`config.mk`:
```
export PLATFORM = sky130hd
export DESIGN_NAME = nmea_rmc_time_extractor
export DESIGN_NICKNAME = d
export VERILOG_FILES = /design/src/rtl/nrte_pkg.sv /design/src/rtl/nrte_front.sv /design/src/rtl/nrte_fifo.sv /design/src/rtl/nrte_back.sv /design/src/rtl/nmea_rmc_time_extractor.sv
export VERILOG_INCLUDE_DIRS = /design/src /design/src/rtl
export SDC_FILE = /design/constraint.sdc
export NUM_CORES = 1
export LEC_CHECK = 0
export ABC_AREA = 0
export ABC_CLOCK_PERIOD_IN_PS = 4100
export BUFFER_PORTS_ARGS = -buffer_cell sky130_fd_sc_hd__buf_4
export CAP_MARGIN = 40
export CORE_MARGIN = 4
export CORE_UTILIZATION = 40
export CTS_CLUSTER_DIAMETER = 30
export CTS_CLUSTER_SIZE = 10
export DETAILED_ROUTE_END_ITERATION = 8
export MAX_ROUTING_LAYER = met4
export PLACE_DENSITY_LB_ADDON = 0.12
export SLEW_MARGIN = 20
export SYNTH_ARGS = -nofsm -noshare
export SYNTH_HDL_FRONTEND = slang
export SYNTH_SLANG_ARGS = --single-unit
```
`constraint.sdc`:
```
create_clock -name i_clk -period 4.1 [get_ports i_clk]
set_input_delay 0.205 -clock i_clk [delete_from_list [all_inputs] [get_ports i_clk]]
set_output_delay 0.205 -clock i_clk [all_outputs]
set_load 0.01 [all_outputs]
```
`src/rtl/assert_macros.svh`:
```
// Assertion macros shared by the RTL modules of the RMC time extractor.
// No dependencies; included by each module that carries assertions.
`ifndef ASSERT_MACROS_SVH
`define ASSERT_MACROS_SVH

// Property that must hold at every clock edge outside reset.
`define ASSERT_SYNC(lbl, clk, rst_n, prop, msg) \
    lbl: assert property (@(posedge clk) disable iff (!rst_n) prop) \
        else $error(msg);

// Condition that must never be seen at a clock edge outside reset.
`define ASSERT_NEVER(lbl, clk, rst_n, cond, msg) \
    lbl: assert property (@(posedge clk) disable iff (!rst_n) !(cond)) \
        else $error(msg);

`endif

```
`src/rtl/nrte_pkg.sv`:
```
// Package for the RMC time extractor: character codes, the event record
// passed from the parser to the output stage, and small decode helpers.
package nrte_pkg;

    localparam logic [7:0] CH_DOLLAR = 8'h24;
    localparam logic [7:0] CH_STAR   = 8'h2A;
    localparam logic [7:0] CH_COMMA  = 8'h2C;
    localparam logic [7:0] CH_A      = 8'h41;
    localparam logic [7:0] CH_E      = 8'h45;
    localparam logic [7:0] CH_SPACE  = 8'h20;

    localparam logic [2:0] PREFIX_LEN = 3'd6;
    localparam logic [2:0] TIME_DIGITS_MAX = 3'd6;
    localparam logic [1:0] HEX_KEEP = 2'd2;
    localparam logic [1:0] HEX_SAT = 2'd3;
    localparam logic [1:0] FIELD_SAT = 2'd3;
    localparam logic [1:0] FIELD_STATUS = 2'd2;
    localparam logic [1:0] FIELD_TIME = 2'd1;
    localparam logic [1:0] FIELD_PREFIX = 2'd0;

    localparam logic [4:0] ZONE_RESET = 5'd8;
    localparam logic [4:0] ZONE_WRAP = 5'd24;
    localparam logic [7:0] HOURS_WRAP = 8'd24;

    // Parser to output stage: one record per token end or stop character
    typedef struct packed {
        logic       ok;
        logic [6:0] hours;
        logic [6:0] minutes;
        logic [6:0] seconds;
    } t_event;

    function automatic logic [7:0] prefix_char(input logic [2:0] pos);
        logic [7:0] ch;
        case (pos)
            3'd0: ch = CH_DOLLAR;
            3'd1: ch = 8'h47;   // G
            3'd2: ch = 8'h50;   // P
            3'd3: ch = 8'h52;   // R
            3'd4: ch = 8'h4D;   // M
            3'd5: ch = 8'h43;   // C
            default: ch = 8'h00;
        endcase
        return ch;
    endfunction

    // {is_hex, nibble}
    function automatic logic [4:0] hex_decode(input logic [7:0] c);
        logic [4:0] r;
        if (c inside {[8'h30:8'h39]}) begin
            r = {1'b1, c[3:0]};
        end else if (c inside {[8'h61:8'h66], [8'h41:8'h46]}) begin
            r = {1'b1, c[3:0] + 4'd9};
        end else begin
            r = 5'd0;
        end
        return r;
    endfunction

    // Two BCD digits to binary, 0..99
    function automatic logic [6:0] bcd_pair(input logic [3:0] hi, input logic [3:0] lo);
        return {hi, 3'b000} + {2'b00, hi, 1'b0} + {3'b000, lo};
    endfunction

endpackage

```
`src/rtl/nrte_front.sv`:
```
// Character parser: tokenizes the stream, checks prefix, status and checksum,
// and collects the time digits. Uses nrte_pkg and assert_macros.svh.
`include "assert_macros.svh"

module nrte_front import nrte_pkg::*; (
    input  logic       i_clk,
    input  logic       i_rst_n,
    input  logic       i_valid,
    input  logic [7:0] i_char,
    output logic       o_ready,
    input  logic       i_full,
    output logic       o_push,
    output t_event     o_event
);

    logic        r_stopped,       n_stopped;
    logic        r_token_started, n_token_started;
    logic [1:0]  r_field_count,   n_field_count;
    logic [2:0]  r_prefix_pos,    n_prefix_pos;
    logic        r_prefix_match,  n_prefix_match;
    logic [7:0]  r_xor_acc,       n_xor_acc;
    logic        r_seen_star,     n_seen_star;
    logic [7:0]  r_hex_acc,       n_hex_acc;
    logic [1:0]  r_hex_count,     n_hex_count;
    logic [23:0] r_time_bcd,      n_time_bcd;
    logic [2:0]  r_time_digits,   n_time_digits;
    logic        r_status_active, n_status_active;
    logic        r_field_open,    n_field_open;
    logic        r_any_field,     n_any_field;
    logic        r_dollar_first,  n_dollar_first;
    logic        r_hex_done,      n_hex_done;
    logic        r_time_done,     n_time_done;

    logic       w_space;
    logic       w_finish_ok;
    logic [4:0] w_hex;
    logic [1:0] w_fc_eff;
    logic       w_field_first;

    assign w_space = (i_char == CH_SPACE) || (i_char inside {[8'h09:8'h0D]});
    assign w_hex   = hex_decode(i_char);
    assign o_ready = !i_full;

    assign w_finish_ok = r_prefix_match && (r_prefix_pos == PREFIX_LEN)
                      && (r_field_count >= FIELD_STATUS) && r_status_active
                      && r_dollar_first && r_seen_star
                      && (r_hex_count != 2'd0) && (r_hex_count <= HEX_KEEP)
                      && (r_hex_acc == r_xor_acc);

    assign o_event.ok      = w_finish_ok && w_space;
    assign o_event.hours   = bcd_pair(r_time_bcd[23:20], r_time_bcd[19:16]);
    assign o_event.minutes = bcd_pair(r_time_bcd[15:12], r_time_bcd[11:8]);
    assign o_event.seconds = bcd_pair(r_time_bcd[7:4],   r_time_bcd[3:0]);

    always_comb begin
        n_stopped       = r_stopped;
        n_token_started = r_token_started;
        n_field_count   = r_field_count;
        n_prefix_pos    = r_prefix_pos;
        n_prefix_match  = r_prefix_match;
        n_xor_acc       = r_xor_acc;
        n_seen_star     = r_seen_star;
        n_hex_acc       = r_hex_acc;
        n_hex_count     = r_hex_count;
        n_time_bcd      = r_time_bcd;
        n_time_digits   = r_time_digits;
        n_status_active = r_status_active;
        n_field_open    = r_field_open;
        n_any_field     = r_any_field;
        n_dollar_first  = r_dollar_first;
        n_hex_done      = r_hex_done;
        n_time_done     = r_time_done;
        o_push          = 1'b0;
        w_fc_eff        = r_field_count;
        w_field_first   = 1'b0;

        if (i_valid && o_ready && !r_stopped) begin
            if (w_space) begin
                if (r_token_started) begin
                    // token end: report and clear the token state
                    o_push          = 1'b1;
                    n_token_started = 1'b0;
                    n_field_count   = FIELD_PREFIX;
                    n_prefix_pos    = 3'd0;
                    n_prefix_match  = 1'b1;
                    n_xor_acc       = 8'd0;
                    n_seen_star     = 1'b0;
                    n_hex_acc       = 8'd0;
                    n_hex_count     = 2'd0;
                    n_time_bcd      = 24'd0;
                    n_time_digits   = 3'd0;
                    n_status_active = 1'b0;
                    n_field_open    = 1'b0;
                    n_any_field     = 1'b0;
                    n_dollar_first  = 1'b0;
                    n_hex_done      = 1'b0;
                    n_time_done     = 1'b0;
                end
            end else if (!r_token_started && i_char == CH_E) begin
                n_stopped = 1'b1;
                o_push    = 1'b1;
            end else begin
                n_token_started = 1'b1;
                if (!r_token_started) begin
                    n_dollar_first = (i_char == CH_DOLLAR);
                end

                // checksum over the body, then hex digits after the star
                if (r_token_started && r_dollar_first) begin
                    if (!r_seen_star) begin
                        if (i_char == CH_STAR) begin
                            n_seen_star = 1'b1;
                        end else begin
                            n_xor_acc = r_xor_acc ^ i_char;
                        end
                    end else if (!r_hex_done) begin
                        if (!w_hex[4]) begin
                            n_hex_done = 1'b1;
                        end else begin
                            if (r_hex_count < HEX_KEEP) begin
                                n_hex_acc = {r_hex_acc[3:0], w_hex[3:0]};
                            end
                            if (r_hex_count < HEX_SAT) begin
                                n_hex_count = r_hex_count + 2'd1;
                            end
                        end
                    end
                end

                // comma fields; runs of commas collapse
                if (i_char == CH_COMMA) begin
                    n_field_open = 1'b0;
                end else begin
                    if (!r_field_open) begin
                        w_field_first = 1'b1;
                        if (r_any_field && r_field_count != FIELD_SAT) begin
                            w_fc_eff = r_field_count + 2'd1;
                        end
                    end
                    n_field_count = w_fc_eff;
                    n_any_field   = 1'b1;
                    n_field_open  = 1'b1;

                    case (w_fc_eff)
                        FIELD_PREFIX: begin
                            if (r_prefix_pos < PREFIX_LEN) begin
                                if (i_char != prefix_char(r_prefix_pos)) begin
                                    n_prefix_match = 1'b0;
                                end
                                n_prefix_pos = r_prefix_pos + 3'd1;
                            end else begin
                                n_prefix_match = 1'b0;
                            end
                        end
                        FIELD_TIME: begin
                            if (!r_time_done) begin
                                if (i_char inside {[8'h30:8'h39]}
                                        && r_time_digits < TIME_DIGITS_MAX) begin
                                    n_time_bcd    = {r_time_bcd[19:0], i_char[3:0]};
                                    n_time_digits = r_time_digits + 3'd1;
                                end else begin
                                    n_time_done = 1'b1;
                                end
                            end
                        end
                        FIELD_STATUS: begin
                            if (w_field_first) begin
                                n_status_active = (i_char == CH_A);
                            end
                        end
                        default: ;
                    endcase
                end
            end
        end
    end

    always_ff @(posedge i_clk) begin
        if (!i_rst_n) begin
            r_stopped       <= 1'b0;
            r_token_started <= 1'b0;
            r_field_count   <= FIELD_PREFIX;
            r_prefix_pos    <= 3'd0;
            r_prefix_match  <= 1'b1;
            r_xor_acc       <= 8'd0;
            r_seen_star     <= 1'b0;
            r_hex_acc       <= 8'd0;
            r_hex_count     <= 2'd0;
            r_time_bcd      <= 24'd0;
            r_time_digits   <= 3'd0;
            r_status_active <= 1'b0;
            r_field_open    <= 1'b0;
            r_any_field     <= 1'b0;
            r_dollar_first  <= 1'b0;
            r_hex_done      <= 1'b0;
            r_time_done     <= 1'b0;
        end else begin
            r_stopped       <= n_stopped;
            r_token_started <= n_token_started;
            r_field_count   <= n_field_count;
            r_prefix_pos    <= n_prefix_pos;
            r_prefix_match  <= n_prefix_match;
            r_xor_acc       <= n_xor_acc;
            r_seen_star     <= n_seen_star;
            r_hex_acc       <= n_hex_acc;
            r_hex_count     <= n_hex_count;
            r_time_bcd      <= n_time_bcd;
            r_time_digits   <= n_time_digits;
            r_status_active <= n_status_active;
            r_field_open    <= n_field_open;
            r_any_field     <= n_any_field;
            r_dollar_first  <= n_dollar_first;
            r_hex_done      <= n_hex_done;
            r_time_done     <= n_time_done;
        end
    end

    `ASSERT_SYNC(a_stop_sticks, i_clk, i_rst_n, r_stopped |=> r_stopped, "stop flag cleared")
    `ASSERT_NEVER(a_prefix_pos, i_clk, i_rst_n, r_prefix_pos > PREFIX_LEN, "prefix overrun")
    `ASSERT_SYNC(a_push_space, i_clk, i_rst_n, (o_push && !r_stopped && !n_stopped) |-> (w_space && r_token_started), "push without token end")

endmodule

```
`src/rtl/nrte_fifo.sv`:
```
// Two-entry event queue between the parser and the output stage.
// Uses nrte_pkg for the event record and assert_macros.svh.
`include "assert_macros.svh"

module nrte_fifo import nrte_pkg::*; (
    input  logic   i_clk,
    input  logic   i_rst_n,
    input  logic   i_push,
    input  t_event i_data,
    output logic   o_full,
    input  logic   i_pop,
    output t_event o_data,
    output logic   o_empty
);

    t_event     r_mem [2];
    logic       r_wr_ptr;
    logic       r_rd_ptr;
    logic [1:0] r_count;

    assign o_full  = (r_count == 2'd2);
    assign o_empty = (r_count == 2'd0);
    assign o_data  = r_mem[r_rd_ptr];

    always_ff @(posedge i_clk) begin
        if (i_push) begin
            r_mem[r_wr_ptr] <= i_data;
        end
    end

    always_ff @(posedge i_clk) begin
        if (!i_rst_n) begin
            r_wr_ptr <= 1'b0;
            r_rd_ptr <= 1'b0;
            r_count  <= 2'd0;
        end else begin
            if (i_push) begin
                r_wr_ptr <= !r_wr_ptr;
            end
            if (i_pop) begin
                r_rd_ptr <= !r_rd_ptr;
            end
            case ({i_push, i_pop})
                2'b10:   r_count <= r_count + 2'd1;
                2'b01:   r_count <= r_count - 2'd1;
                default: r_count <= r_count;
            endcase
        end
    end

    `ASSERT_NEVER(a_no_overflow, i_clk, i_rst_n, i_push && o_full, "push into full queue")
    `ASSERT_NEVER(a_no_underflow, i_clk, i_rst_n, i_pop && o_empty, "pop from empty queue")
    `ASSERT_SYNC(a_ptr_count, i_clk, i_rst_n, (r_count == 2'd1) |-> (r_wr_ptr != r_rd_ptr), "pointers disagree with count")

endmodule

```
`src/rtl/nrte_back.sv`:
```
// Output stage: applies the zone offset, keeps the stored time and holds
// the result register. Uses nrte_pkg and assert_macros.svh.
`include "assert_macros.svh"

module nrte_back import nrte_pkg::*; (
    input  logic        i_clk,
    input  logic        i_rst_n,
    input  logic        i_cfg_valid,
    input  logic [4:0]  i_cfg_data,
    input  t_event      i_event,
    input  logic        i_empty,
    output logic        o_pop,
    output logic        o_valid,
    input  logic        i_ready,
    output logic        o_updated,
    output logic [6:0]  o_hours,
    output logic [6:0]  o_minutes,
    output logic [6:0]  o_seconds,
    output logic        o_has_time
);

    logic [4:0] r_zone;
    logic [6:0] r_last_hours, r_last_minutes, r_last_seconds;
    logic       r_out_valid;
    logic       r_out_updated, r_out_has_time;
    logic [6:0] r_out_hours, r_out_minutes, r_out_seconds;

    logic [4:0] w_zone_mod;
    logic [7:0] w_hour_sum;
    logic [7:0] w_hour_adj;
    logic [6:0] n_hours, n_minutes, n_seconds;

    assign o_pop = !i_empty && (!r_out_valid || i_ready);

    assign w_zone_mod = (r_zone >= ZONE_WRAP) ? (r_zone - ZONE_WRAP) : r_zone;
    assign w_hour_sum = {1'b0, i_event.hours} + {3'b000, w_zone_mod};
    assign w_hour_adj = (w_hour_sum >= HOURS_WRAP) ? (w_hour_sum - HOURS_WRAP) : w_hour_sum;

    always_comb begin
        if (i_event.ok) begin
            n_hours   = w_hour_adj[6:0];
            n_minutes = i_event.minutes;
            n_seconds = i_event.seconds;
        end else begin
            n_hours   = r_last_hours;
            n_minutes = r_last_minutes;
            n_seconds = r_last_seconds;
        end
    end

    always_ff @(posedge i_clk) begin
        if (!i_rst_n) begin
            r_zone         <= ZONE_RESET;
            r_last_hours   <= 7'd0;
            r_last_minutes <= 7'd0;
            r_last_seconds <= 7'd0;
            r_out_valid    <= 1'b0;
        end else begin
            if (i_cfg_valid) begin
                r_zone <= i_cfg_data;
            end
            if (o_pop) begin
                r_last_hours   <= n_hours;
                r_last_minutes <= n_minutes;
                r_last_seconds <= n_seconds;
                r_out_valid    <= 1'b1;
            end else if (i_ready) begin
                r_out_valid <= 1'b0;
            end
        end
    end

    always_ff @(posedge i_clk) begin
        if (o_pop) begin
            r_out_updated  <= i_event.ok;
            r_out_hours    <= n_hours;
            r_out_minutes  <= n_minutes;
            r_out_seconds  <= n_seconds;
            r_out_has_time <= |{n_hours, n_minutes, n_seconds};
        end
    end

    assign o_valid    = r_out_valid;
    assign o_updated  = r_out_updated;
    assign o_hours    = r_out_hours;
    assign o_minutes  = r_out_minutes;
    assign o_seconds  = r_out_seconds;
    assign o_has_time = r_out_has_time;

    `ASSERT_NEVER(a_hours_range, i_clk, i_rst_n, r_last_hours > 7'd98, "stored hours out of range")
    `ASSERT_SYNC(a_out_matches, i_clk, i_rst_n, r_out_valid |-> (r_out_hours == r_last_hours && r_out_seconds == r_last_seconds), "result differs from stored time")
    `ASSERT_SYNC(a_keep_time, i_clk, i_rst_n, (o_pop && !i_event.ok) |=> (r_last_minutes == $past(r_last_minutes)), "rejected sentence changed time")

endmodule

```
`src/rtl/nmea_rmc_time_extractor.sv`:
```
// Top level of the RMC time extractor: parser, event queue, output stage.
// Uses nrte_pkg, nrte_front, nrte_fifo and nrte_back.
//
//   channel     direction  payload (lowest bit first)
//   s_axis      in         tdata: char_in[7:0]
//   m_axis      out        tdata: hours, minutes, seconds, has_time; tuser: updated
//   cfg         in         data: zone_offset_hours[4:0]
//
// One character is taken per cycle. A token end or stop character enters the
// queue at its transfer edge, then moves to the output register when free.
// The input stalls while the two-entry queue is full, which happens only after
// the output has been held; the output stalls only on its own ready.
// Reset is synchronous, active low, and clears all control state; the zone
// offset resets to eight hours. The config port is always ready.

module nmea_rmc_time_extractor import nrte_pkg::*; (
    input  logic        i_clk,
    input  logic        i_rst_n,
    // character stream
    input  logic        i_s_axis_tvalid,
    output logic        o_s_axis_tready,
    input  logic [7:0]  i_s_axis_tdata,   // [7:0] char_in
    // time results
    output logic        o_m_axis_tvalid,
    input  logic        i_m_axis_tready,
    output logic [23:0] o_m_axis_tdata,   // [6:0] hours, [13:7] minutes,
                                          // [20:14] seconds, [21] has_time
    output logic        o_m_axis_tuser,   // [0] updated
    // zone offset register
    input  logic        i_cfg_valid,
    output logic        o_cfg_ready,
    input  logic [4:0]  i_cfg_data
);

    t_event     w_push_event;
    t_event     w_pop_event;
    logic       w_push;
    logic       w_pop;
    logic       w_full;
    logic       w_empty;
    logic [6:0] w_hours, w_minutes, w_seconds;
    logic       w_has_time;

    // parse characters and emit one event per token end or stop
    nrte_front u_front (
        .i_clk   (i_clk),
        .i_rst_n (i_rst_n),
        .i_valid (i_s_axis_tvalid),
        .i_char  (i_s_axis_tdata),
        .o_ready (o_s_axis_tready),
        .i_full  (w_full),
        .o_push  (w_push),
        .o_event (w_push_event)
    );

    // decouple parser from a stalled output
    nrte_fifo u_fifo (
        .i_clk   (i_clk),
        .i_rst_n (i_rst_n),
        .i_push  (w_push),
        .i_data  (w_push_event),
        .o_full  (w_full),
        .i_pop   (w_pop),
        .o_data  (w_pop_event),
        .o_empty (w_empty)
    );

    // apply zone offset, update stored time, drive the result register
    nrte_back u_back (
        .i_clk      (i_clk),
        .i_rst_n    (i_rst_n),
        .i_cfg_valid(i_cfg_valid),
        .i_cfg_data (i_cfg_data),
        .i_event    (w_pop_event),
        .i_empty    (w_empty),
        .o_pop      (w_pop),
        .o_valid    (o_m_axis_tvalid),
        .i_ready    (i_m_axis_tready),
        .o_updated  (o_m_axis_tuser),
        .o_hours    (w_hours),
        .o_minutes  (w_minutes),
        .o_seconds  (w_seconds),
        .o_has_time (w_has_time)
    );

    assign o_cfg_ready    = 1'b1;
    assign o_m_axis_tdata = {2'b00, w_has_time, w_seconds, w_minutes, w_hours};

endmodule

```
==> impl_metrics.py, run 1 <==
metrics = {
    "status": {
        "status": "completed",
    },
    "cells_and_area": {
        "final_common_cell": "dfxtp_1",
        "instances_no_fill": 1065,
        "layout.nets": 858,
        "antenna_cells": 0,
        "fill_cells": 1850,
        "final_cell_mix": "92 x dfxtp_1, 87 x nor2_1, 67 x edfxtp_1",
        "areaGrowthSynthToFinish_pct": 15.0,
        "drive_gt1_frac": 0.145,
    },
    "route": {
        "drt_iter0_drc": 275,
        "finalWirelength_um": 16700,
        "drtAntennaViolNets": 0,
        "avgViaCountPerCell": 5.17,
        "dr_total_vias": 5510,
        "wire_per_inst_um": 15.7,
        "drc": 0,
        "drtPass1Iterations": 5,
    },
    "critical_path": {
        "cp_slowest_cell": "dfxtp_1",
        "critPathMaxStageDelay_ns": 0.46,
        "critPathBufInv": 1,
        "rr_endpoint": "u_back.o_has_time",
        "crit_arrival_ns": 3.62,
        "rrSetupSlack_ns": 0.63,
        "reg2reg_depth": 13,
        "crit_family": "compound AO/OA/AOI/OAI gates",
        "worstSetupPathType": "reg2reg",
        "cp_max_fo": 6,
        "end_kind": "flop",
        "start_kind": "flop",
        "crit_chain": "mux2_2 -> ha_1 -> inv_1 -> fa_1 -> nand2b_1 -> a21oi_1 -> a21oi_1 -> ha_1 -> xnor2_1 -> xnor2_1 -> a211oi_1 -> a211oi_1 -> o2111ai_1",
        "cp.required_ns": 4.24,
    },
    "logic_synthesis": {
        "synth_ff_type": "dfxtp_1",
        "ys_async_sr_fraction": 0,
        "syn-cell-area_um2": 7870,
        "synth_cell_types": 70,
        "synth_edf_count": 67,
        "netlist_instances": 745,
        "synth_area_per_cell_um2": 10.6,
        "synth_seq_cells": 159,
        "yosysSeqAreaShare": 0.490,
        "yosysWarnings": 0,
    },
    "clocking": {
        "htreeDepth": 4,
        "ctsResizeCount": 0,
        "clock_sinks": 159,
        "root_buffer": "clkbuf_16",
        "cts_tree": "built",
        "clockBufferDepth": 2,
        "postCtsHoldBufs": 1,
        "post_cts_buffers": 0,
        "cts.clk_slew.worst_paths_ns": 0.07,
        "clkLatencyLatePin_ns": 0.42,
        "cts_buffers": 17,
    },
    "min_path": {
        "hold_depth": 3,
        "hp-class": "in2reg",
        "holdCritStartpoint": "i_cfg_data[4]",
        "hold_end": "u_back.r_zone[4]",
    },
    "sta": {
        "final_max_slew_viol_count": 0,
        "finalCriticalPeriod_ns": 3.47,
        "min_period_over_period": 0.847,
        "relSlewSlack": 0.456,
        "finalSetupViolations": 0,
        "worstMarginPinSlew_ns": 0.810,
        "rsz0062_at_grt": "false",
        "final_hold_viol_count": 0,
        "clock_skew_ns": 0.00675,
        "fmax_ghz": 0.288,
        "fin_tns_setup_ns": 0,
    },
    "power_and_ir_drop": {
        "powerDensity_nw_per_um2": 517,
        "leakage_nw": 3.72,
        "peakVddDrop_mv": 0.351,
    },
    "placed_design": {
        "port_buffers": 42,
        "dp.cells": 1032,
        "gp_congestion": 0.820,
        "place_hpwl_um": 12200,
    },
    "global_route": {
        "grt_pass1_vias": 5618,
        "grt_use_total": 0.165,
        "grt_overflow": 0,
        "grt_start_max_net_pins": 32,
        "grt_antenna_before_repair": 0,
        "grt_pass1_wl_um": 28400,
    },
    "floorplan": {
        "die_width_um": 148,
        "coreArea_um2": 19400,
        "initial_core_util": 0.406,
        "row_count": 51,
        "die_y_um": 148,
        "num_io_pins": 46,
        "die_area_um2": 22000,
    },
    "job": {
        "maxCapViolCount": 0,
    },
}
-- logic make-up (layout without fill, tap and decap cells) --
group,after synthesis,count (layout),synth area share
AOI/OAI and AO/OA,165,165,0.144
adders and majority gates,53,53,0.0909
DFF,159,159,0.490
xor gates and xnor gates,41,41,0.0456
muxes,44,44,0.0590
and+or+nand+nor,207,207,0.130
other,2,3,0.000954
buffers and inverters,74,128,0.0402
-- how the worst max path moves through the flow --
| stage | slack (ns) | end | startpoint | depth (start not counted) |
|---|---|---|---|---|
| floorplan | 0.55 | u_back.o_has_time | flop | 15 |
| global placement | 0.84 | u_front.r_hex_acc[0] | i_s_axis_tdata[0] | 10 |
| detailed placement | 0.66 | u_back.o_has_time | flop | 13 |
| CTS | 0.66 | u_back.o_has_time | flop | 13 |
| global route | 0.41 | u_back.o_has_time | flop | 13 |
| finish | 0.63 | u_back.o_has_time | flop | 13 |
-- cell type report --
class                           instances  area (µm²)  area share
Clock buffer                           20         458      0.0506
Inverter                               40         150      0.0166
Timing Repair Buffer                   56         423      0.0467
Sequential cell                       159        3850       0.426
Tap cell                              265         332      0.0366
Multi-Input combinational cell        513        3710       0.410
Clock inverter                         12         125      0.0138
-- Yosys cell counts, drive strengths merged, types with 12 or more instances --
master / number / area (µm²)
a22o: 24 / 210
a21oi: 60 / 304
o21ai: 22 / 110
buf: 14 / 91.3
mux2i: 28 / 284
clkbuf: 20 / 75.1
ha: 46 / 576
edfxtp: 67 / 2010
nand4: 12 / 75.1
xor2: 12 / 105
nor3: 12 / 60.1
nor2: 88 / 330
mux2: 16 / 180
nand2: 34 / 128
inv: 39 / 146
dfxtp: 92 / 1840
xnor2: 29 / 254
-- flip-flops by register name, indices dropped and copies added (netlist names), 3 cells and up, named ones only --
name / cells
u_front.r_time_bcd: 24
u_back.r_last_hours: 7
u_front.r_prefix_pos: 3
u_back.r_last_minutes: 7
u_fifo.r_mem: 44
u_front.r_xor_acc: 8
u_back.r_zone: 5
u_front.r_time_digits: 3
u_front.r_hex_acc: 8
u_back.o_minutes: 7
u_back.r_last_seconds: 7
u_back.o_seconds: 7
u_back.o_hours: 7
-- tightest hold or removal path: cells and delay by family --
kind / cells / cell delay, ns
and+or+nand+nor: 1 / 0.08
buffers and inverters: 1 / 0.07
muxes: 1 / 0.05
-- metal layers --
layer / share of wire / GRT usage / up-vias
met1: 0.45 / 0.201 / 2643
met5: 0 / - / -
met4: 0.015 / 0.0467 / 0
met3: 0.034 / 0.0375 / 22
met2: 0.50 / 0.277 / 95
li1: - / - / 2750
-- power breakdown --
part / total [W] / internal [W] / switching (W)
Sequential: 0.00192 / 0.00184 / 0.0000778
Combinational: 0.00121 / 0.000498 / 0.000708
Clock: 0.00155 / 0.000890 / 0.000659
-- through the flow --
step | power [W] | instance area (µm²) | hold slack, ns | worst slack (ns) | utilization
2_1_floorplan | 0.00281 | 7880 | 0.267 | 0.550 | -
4_1_cts | 0.00472 | 9050 | 0.0125 | 0.656 | 0.467
3_5_place_dp | 0.00316 | 8460 | 0.438 | 0.663 | 0.436
6_report | 0.00468 | 9050 | 0.0264 | 0.628 | 0.467
5_1_grt | 0.00495 | 9050 | 0.0169 | 0.412 | 0.467
3_3_place_gp | 0.00313 | 8450 | 0.426 | 0.844 | 0.436
(Power assumes the default switching activity.)
==> run 2: changes to the inputs <==
--- a/config.mk
+++ b/config.mk
@@ -7,7 +7,7 @@
 export NUM_CORES = 1
 export LEC_CHECK = 0
 export ABC_AREA = 0
-export ABC_CLOCK_PERIOD_IN_PS = 4100
+export ABC_CLOCK_PERIOD_IN_PS = 3500
 export BUFFER_PORTS_ARGS = -buffer_cell sky130_fd_sc_hd__buf_4
 export CAP_MARGIN = 40
 export CORE_MARGIN = 4
==> constraint.sdc (replaced) <==
create_clock -name i_clk -period 3.5 [get_ports i_clk]
set_input_delay 0.175 -clock i_clk [delete_from_list [all_inputs] [get_ports i_clk]]
set_output_delay 0.175 -clock i_clk [all_outputs]
set_load 0.01 [all_outputs]
==> run 2 against run 1 <==
- sequential power increased by 17%
- routed wire length decreased by 3.0%
- maximum frequency increased by 7.6%
- highest routed layer unchanged
- critical path type unchanged
- largest power group unchanged
==> impl_metrics.py, run 2 (synthesized netlist as in run 1, its figures left out) <==
metrics = {
    "critical_path": {
        "rrSetupSlack_ns": 0.27,
        "cp_max_fo": 6,
        "reg2reg_depth": 13,
        "start_kind": "flop",
        "crit_end": "u_back.o_has_time",
        "end_kind": "flop",
        "crit_arrival_ns": 3.37,
        "rr_endpoint": "u_back.o_has_time",
        "worstSetupPathType": "reg2reg",
        "cp.required_ns": 3.64,
    },
    "clocking": {
        "root_buffer": "clkbuf_16",
        "cts_buffers": 17,
        "clock_sinks": 159,
        "cts.clk_slew.worst_paths_ns": 0.07,
        "clkLatencyLatePin_ns": 0.42,
        "htreeDepth": 4,
        "clockBufferDepth": 2,
        "cts_tree": "built",
    },
    "route": {
        "wl_met2_um": 7910,
        "dr_total_vias": 5573,
        "drc": 0,
        "met1_length_um": 7530,
        "drtPass1Iterations": 6,
        "avgViaCountPerCell": 5.16,
        "routed.top_layer": "met4",
        "finalWirelength_um": 16200,
        "drt_iter0_drc": 316,
        "wl_met3_um": 483,
        "wire_per_inst_um": 15.0,
        "drtAntennaViolNets": 0,
    },
    "sta": {
        "finalSetupViolations": 0,
        "finalCriticalPeriod_ns": 3.23,
        "rsz0062_at_grt": "false",
        "finalHoldWorstSlack_ns": 0.0134,
        "worstMarginPinSlew_ns": 0.839,
        "clock_skew_ns": 0.0111,
        "min_period_over_period": 0.922,
        "fin_tns_setup_ns": 0,
        "layout_setup_ws_ns": 0.272,
        "relSlewSlack": 0.437,
        "fmax_ghz": 0.310,
        "final_hold_viol_count": 0,
        "final_max_slew_viol_count": 0,
    },
    "job": {
        "maxCapViolCount": 0,
    },
    "placed_design": {
        "place_hpwl_um": 11600,
        "gp_congestion": 0.838,
        "port_buffers": 42,
        "dpl_worst_slack_ns": 0.238,
    },
    "global_route": {
        "grt_use_total": 0.155,
        "grt_pass1_vias": 5440,
        "grt_overflow": 0,
        "grt_start_max_net_pins": 52,
        "grt_antenna_before_repair": 0,
        "grt_pass1_wl_um": 26800,
    },
    "power_and_ir_drop": {
        "internal-power_w": 0.00379,
        "p_sw_w": 0.00175,
        "p_total_w": 0.00554,
        "power_frac_seq": 0.405,
        "leakage_nw": 3.80,
        "powerDensity_nw_per_um2": 604,
        "switching_share": 0.316,
        "comb_power_share": 0.260,
        "clkPwrFrac": 0.335,
        "peakVddDrop_mv": 0.332,
    },
    "min_path": {
        "hp-class": "in2reg",
        "hold_depth": 2,
    },
    "cells_and_area": {
        "layout.nets": 872,
        "areaGrowthSynthToFinish_pct": 16.6,
        "top_register": "u_fifo.r_mem",
        "final_util": 0.473,
        "final_common_cell": "dfxtp_1",
        "largest_register_ffs": 44,
        "antenna_cells": 0,
        "final_cell_mix": "92 x dfxtp_1, 87 x nor2_1, 67 x edfxtp_1",
        "drive_gt1_frac": 0.158,
        "top_regs": "u_fifo.r_mem x44, u_front.r_time_bcd x24",
    },
    "floorplan": {
        "coreArea_um2": 19400,
        "die_width_um": 148,
        "initial_core_util": 0.406,
        "row_count": 51,
        "die_area_um2": 22000,
        "die_y_um": 148,
        "num_io_pins": 46,
    },
    "status": {
        "status": "completed",
    },
}
run 2: cell types whose count changed in the layout (fill, tap and decap cells not counted), sizes merged:
cell,previous run,this run
clkbuf,20,17
dlygate4sd3,1,5
inv,45,48
buf,55,65
run 2: metrics by stage:
step	area (µm²)	std cells
6_report	9180	1079
5_1_grt	9180	1079
4_1_cts	9160	1077
3_5_place_dp	8520	1040
3_3_place_gp	8510	1039
2_1_floorplan	7880	746
run 2: critical path: stages, from the launching register on:
cell	delay, ns
dfxtp_1	0.45
mux2_2	0.20
ha_1	0.21
inv_1	0.08
fa_1	0.44
nand2b_1	0.19
a21oi_1	0.22
a21oi_1	0.12
ha_1	0.23
xnor2_1	0.19
xnor2_1	0.14
a211oi_1	0.09
a211oi_1	0.23
o2111ai_1	0.14
run 2: power by group through the flow:
stage / clock network (W) / logic (W) / registers, W
finish: 0.00186 / 0.00144 / 0.00225
global placement: 0 / 0.00136 / 0.00228
CTS: 0.00191 / 0.00141 / 0.00225
global route: 0.00200 / 0.00161 / 0.00226
floorplan: 0 / 0.000979 / 0.00231
detailed placement: 0 / 0.00139 / 0.00229
run 2: worst min path at each step:
stage                  start               end  slack (ns)
2_1_floorplan        i_rst_n  u_back.r_zone[3]        0.24
3_3_place_gp   i_cfg_data[3]  u_back.r_zone[3]        0.40
3_5_place_dp   i_cfg_data[3]  u_back.r_zone[3]        0.40
4_1_cts              i_rst_n  u_back.r_zone[3]       0.004
5_1_grt              i_rst_n  u_back.r_zone[3]        0.01
6_report             i_rst_n  u_back.r_zone[3]        0.01
run 2: per-layer routing:
| layer | GRT usage | up-vias |
|---|---|---|
| li1 | - | 2787 |
| met1 | 0.190 | 2653 |
| met2 | 0.254 | 108 |
| met3 | 0.0308 | 25 |
| met4 | 0.0554 | 0 |
| met5 | - | - |
run 2: repair_timing:
action / 4_1_cts / 5_1_grt
endpoints found under the setup margin: 0 / 1
hold endpoints to repair: 5 / 0
resized for setup: 0 / 1
buffers inserted: 0 / 2
hold buffers: 5 / 0
run 2: layout make-up:
class / count / area (µm²)
sequential: 159 / 3850
fill: 1804 / 10200
clock inverter: 15 / 169
multi-input combinational: 513 / 3710
clock buffer: 17 / 425
tap: 265 / 332
timing repair buffer: 70 / 538
inverter: 40 / 150
==> run 3: changes to the inputs <==
--- a/config.mk
+++ b/config.mk
@@ -7,13 +7,13 @@
 export NUM_CORES = 1
 export LEC_CHECK = 0
 export ABC_AREA = 0
-export ABC_CLOCK_PERIOD_IN_PS = 3500
+export ABC_CLOCK_PERIOD_IN_PS = 3800
 export BUFFER_PORTS_ARGS = -buffer_cell sky130_fd_sc_hd__buf_4
 export CAP_MARGIN = 40
 export CORE_MARGIN = 4
 export CORE_UTILIZATION = 40
 export CTS_CLUSTER_DIAMETER = 30
-export CTS_CLUSTER_SIZE = 10
+export CTS_CLUSTER_SIZE = 8
 export DETAILED_ROUTE_END_ITERATION = 8
 export MAX_ROUTING_LAYER = met4
 export PLACE_DENSITY_LB_ADDON = 0.12
==> constraint.sdc (replaced) <==
create_clock -name i_clk -period 3.8 [get_ports i_clk]
set_input_delay 0.19 -clock i_clk [delete_from_list [all_inputs] [get_ports i_clk]]
set_output_delay 0.19 -clock i_clk [all_outputs]
set_load 0.01 [all_outputs]
==> run 3 against run 2 <==
- global-route usage grew 0.20 points
- via count shrank 0.16%
- routed wire length shrank 0.86%
- count of clock-buffer cells in the layout grew 1
- combinational power shrank 12%
- critical path depth shrank 2
- first-iteration DRC count shrank 16%
- core utilization shrank 0.41 points
- sequential share of layout area grew 0.36 points
- final area shrank 0.86%
- register-to-register slack gained 0.13 ns
==> impl_metrics.py, run 3 (synthesized netlist as in run 1, its figures left out) <==
metrics = {
    "cells_and_area": {
        "final_cell_mix": "92 x dfxtp_1, 87 x nor2_1, 67 x edfxtp_1",
        "final_util": 0.469,
        "fill_cells": 1841,
        "areaGrowthSynthToFinish_pct": 15.6,
        "largest_register_ffs": 44,
        "top_register": "u_fifo.r_mem",
        "drive_gt1_frac": 0.152,
        "layout.nets": 863,
        "top_regs": "u_fifo.r_mem x44, u_front.r_time_bcd x24",
        "final_common_cell": "dfxtp_1",
        "antenna_cells": 0,
    },
    "job": {
        "maxCapViolCount": 0,
    },
    "route": {
        "drt_iter0_drc": 266,
        "finalWirelength_um": 16100,
        "drc": 0,
        "drtAntennaViolNets": 0,
        "avgViaCountPerCell": 5.20,
        "drtPass1Iterations": 4,
        "dr_total_vias": 5564,
        "wire_per_inst_um": 15.0,
    },
    "placed_design": {
        "port_buffers": 42,
        "gp_congestion": 0.848,
        "place_hpwl_um": 11700,
    },
    "floorplan": {
        "row_count": 51,
        "die_width_um": 148,
        "die_area_um2": 22000,
        "num_io_pins": 46,
        "initial_core_util": 0.406,
        "die_y_um": 148,
        "coreArea_um2": 19400,
    },
    "sta": {
        "fin_tns_setup_ns": 0,
        "final_hold_viol_count": 0,
        "worstMarginPinSlew_ns": 0.810,
        "relSlewSlack": 0.453,
        "min_period_over_period": 0.895,
        "clock_skew_ns": 0.00816,
        "finalCriticalPeriod_ns": 3.40,
        "rsz0062_at_grt": "false",
        "final_max_slew_viol_count": 0,
        "finalSetupViolations": 0,
        "fmax_ghz": 0.294,
    },
    "critical_path": {
        "cp.required_ns": 4.06,
        "critPathBufInv": 1,
        "crit_family": "compound AO/OA/AOI/OAI gates",
        "reg2reg_depth": 11,
        "crit_end": "u_back.o_has_time",
        "cp.depth": 11,
        "worstSetupPathType": "reg2reg",
        "crit_arrival_ns": 3.66,
        "rr_endpoint": "u_back.o_has_time",
        "cp_slowest_cell": "dfxtp_1",
        "end_kind": "flop",
        "cp_max_fo": 8,
        "start_kind": "flop",
        "crit_chain": "mux2_2 -> ha_1 -> inv_1 -> fa_1 -> nand2b_1 -> a221oi_1 -> a211oi_1 -> a211oi_2 -> xnor2_1 -> o311a_1 -> o2111ai_1",
        "critPathMaxStageDelay_ns": 0.49,
        "rrSetupSlack_ns": 0.40,
    },
    "clocking": {
        "cts_tree": "built",
        "htreeDepth": 4,
        "post_cts_buffers": 0,
        "cts.clk_slew.worst_paths_ns": 0.06,
        "cts_buffers": 17,
        "root_buffer": "clkbuf_16",
        "clkLatencyLatePin_ns": 0.42,
        "clockBufferDepth": 2,
        "clock_sinks": 159,
    },
    "min_path": {
        "hp-class": "in2reg",
        "hold_depth": 3,
    },
    "status": {
        "status": "completed",
    },
    "global_route": {
        "grt_antenna_before_repair": 0,
        "grt_pass1_wl_um": 27100,
        "grt_overflow": 0,
        "grt_use_total": 0.157,
        "grt_pass1_vias": 5440,
        "grt_start_max_net_pins": 51,
    },
    "power_and_ir_drop": {
        "peakVddDrop_mv": 0.315,
        "powerDensity_nw_per_um2": 553,
        "leakage_nw": 3.75,
    },
}
[run 3: final cells by class]
class	count	area, µm²	area share
repair buffers	61	463	0.0509
multi-input cells	513	3710	0.407
flip-flops and latches	159	3850	0.423
clock inverters	14	156	0.0172
clock buffers	18	439	0.0482
inverters	40	150	0.0165
well taps	265	332	0.0364
[run 3: tightest hold or removal path: cells and delay by family]
family / cells / cell delay, ns
buffers and inverters: 1 / 0.08
muxes: 1 / 0.06
and+or+nand+nor: 1 / 0.08
[run 3: routing by layer]
layer  global-route usage  vias up  wire length [µm]
li1                     -     2777                 -
met1                0.191     2637              7280
met2                0.261      120              7970
met3               0.0299       30               554
met4               0.0559        0               276
met5                    -        -                 0
[run 3: worst min path at each step]
| stage | start | to | slack, ns |
|---|---|---|---|
| 2_1_floorplan | i_rst_n | u_back.r_zone[3] | 0.25 |
| 3_3_place_gp | i_cfg_data[3] | u_back.r_zone[3] | 0.41 |
| 3_5_place_dp | i_cfg_data[3] | u_back.r_zone[3] | 0.42 |
| 4_1_cts | i_cfg_data[0] | u_back.r_zone[0] | 0.002 |
| 5_1_grt | i_cfg_data[0] | u_back.r_zone[0] | 0.03 |
| 6_report | i_cfg_data[0] | u_back.r_zone[0] | 0.02 |
[run 3: through the flow]
step           hold slack, ns  power, W  setup slack, ns  cells  area [µm²]
2_1_floorplan           0.252   0.00303            0.250    746        7880
3_3_place_gp            0.414   0.00335            0.549   1035        8480
3_5_place_dp            0.421   0.00338            0.445   1036        8490
4_1_cts               0.00156   0.00510            0.433   1070        9100
5_1_grt                0.0297   0.00537            0.114   1070        9100
6_report               0.0200   0.00504            0.399   1070        9100
[run 3: repair_timing]
action	4_1_cts	5_1_grt
resized for setup	0	0
hold buffers	2	0
endpoints found under the hold margin	2	0
[run 3: where the power goes]
part           leakage, nW  internal (W)  switching [W]
Combinational         2.12      0.000530       0.000736
Sequential            1.35       0.00199      0.0000838
Clock                0.285      0.000995       0.000703
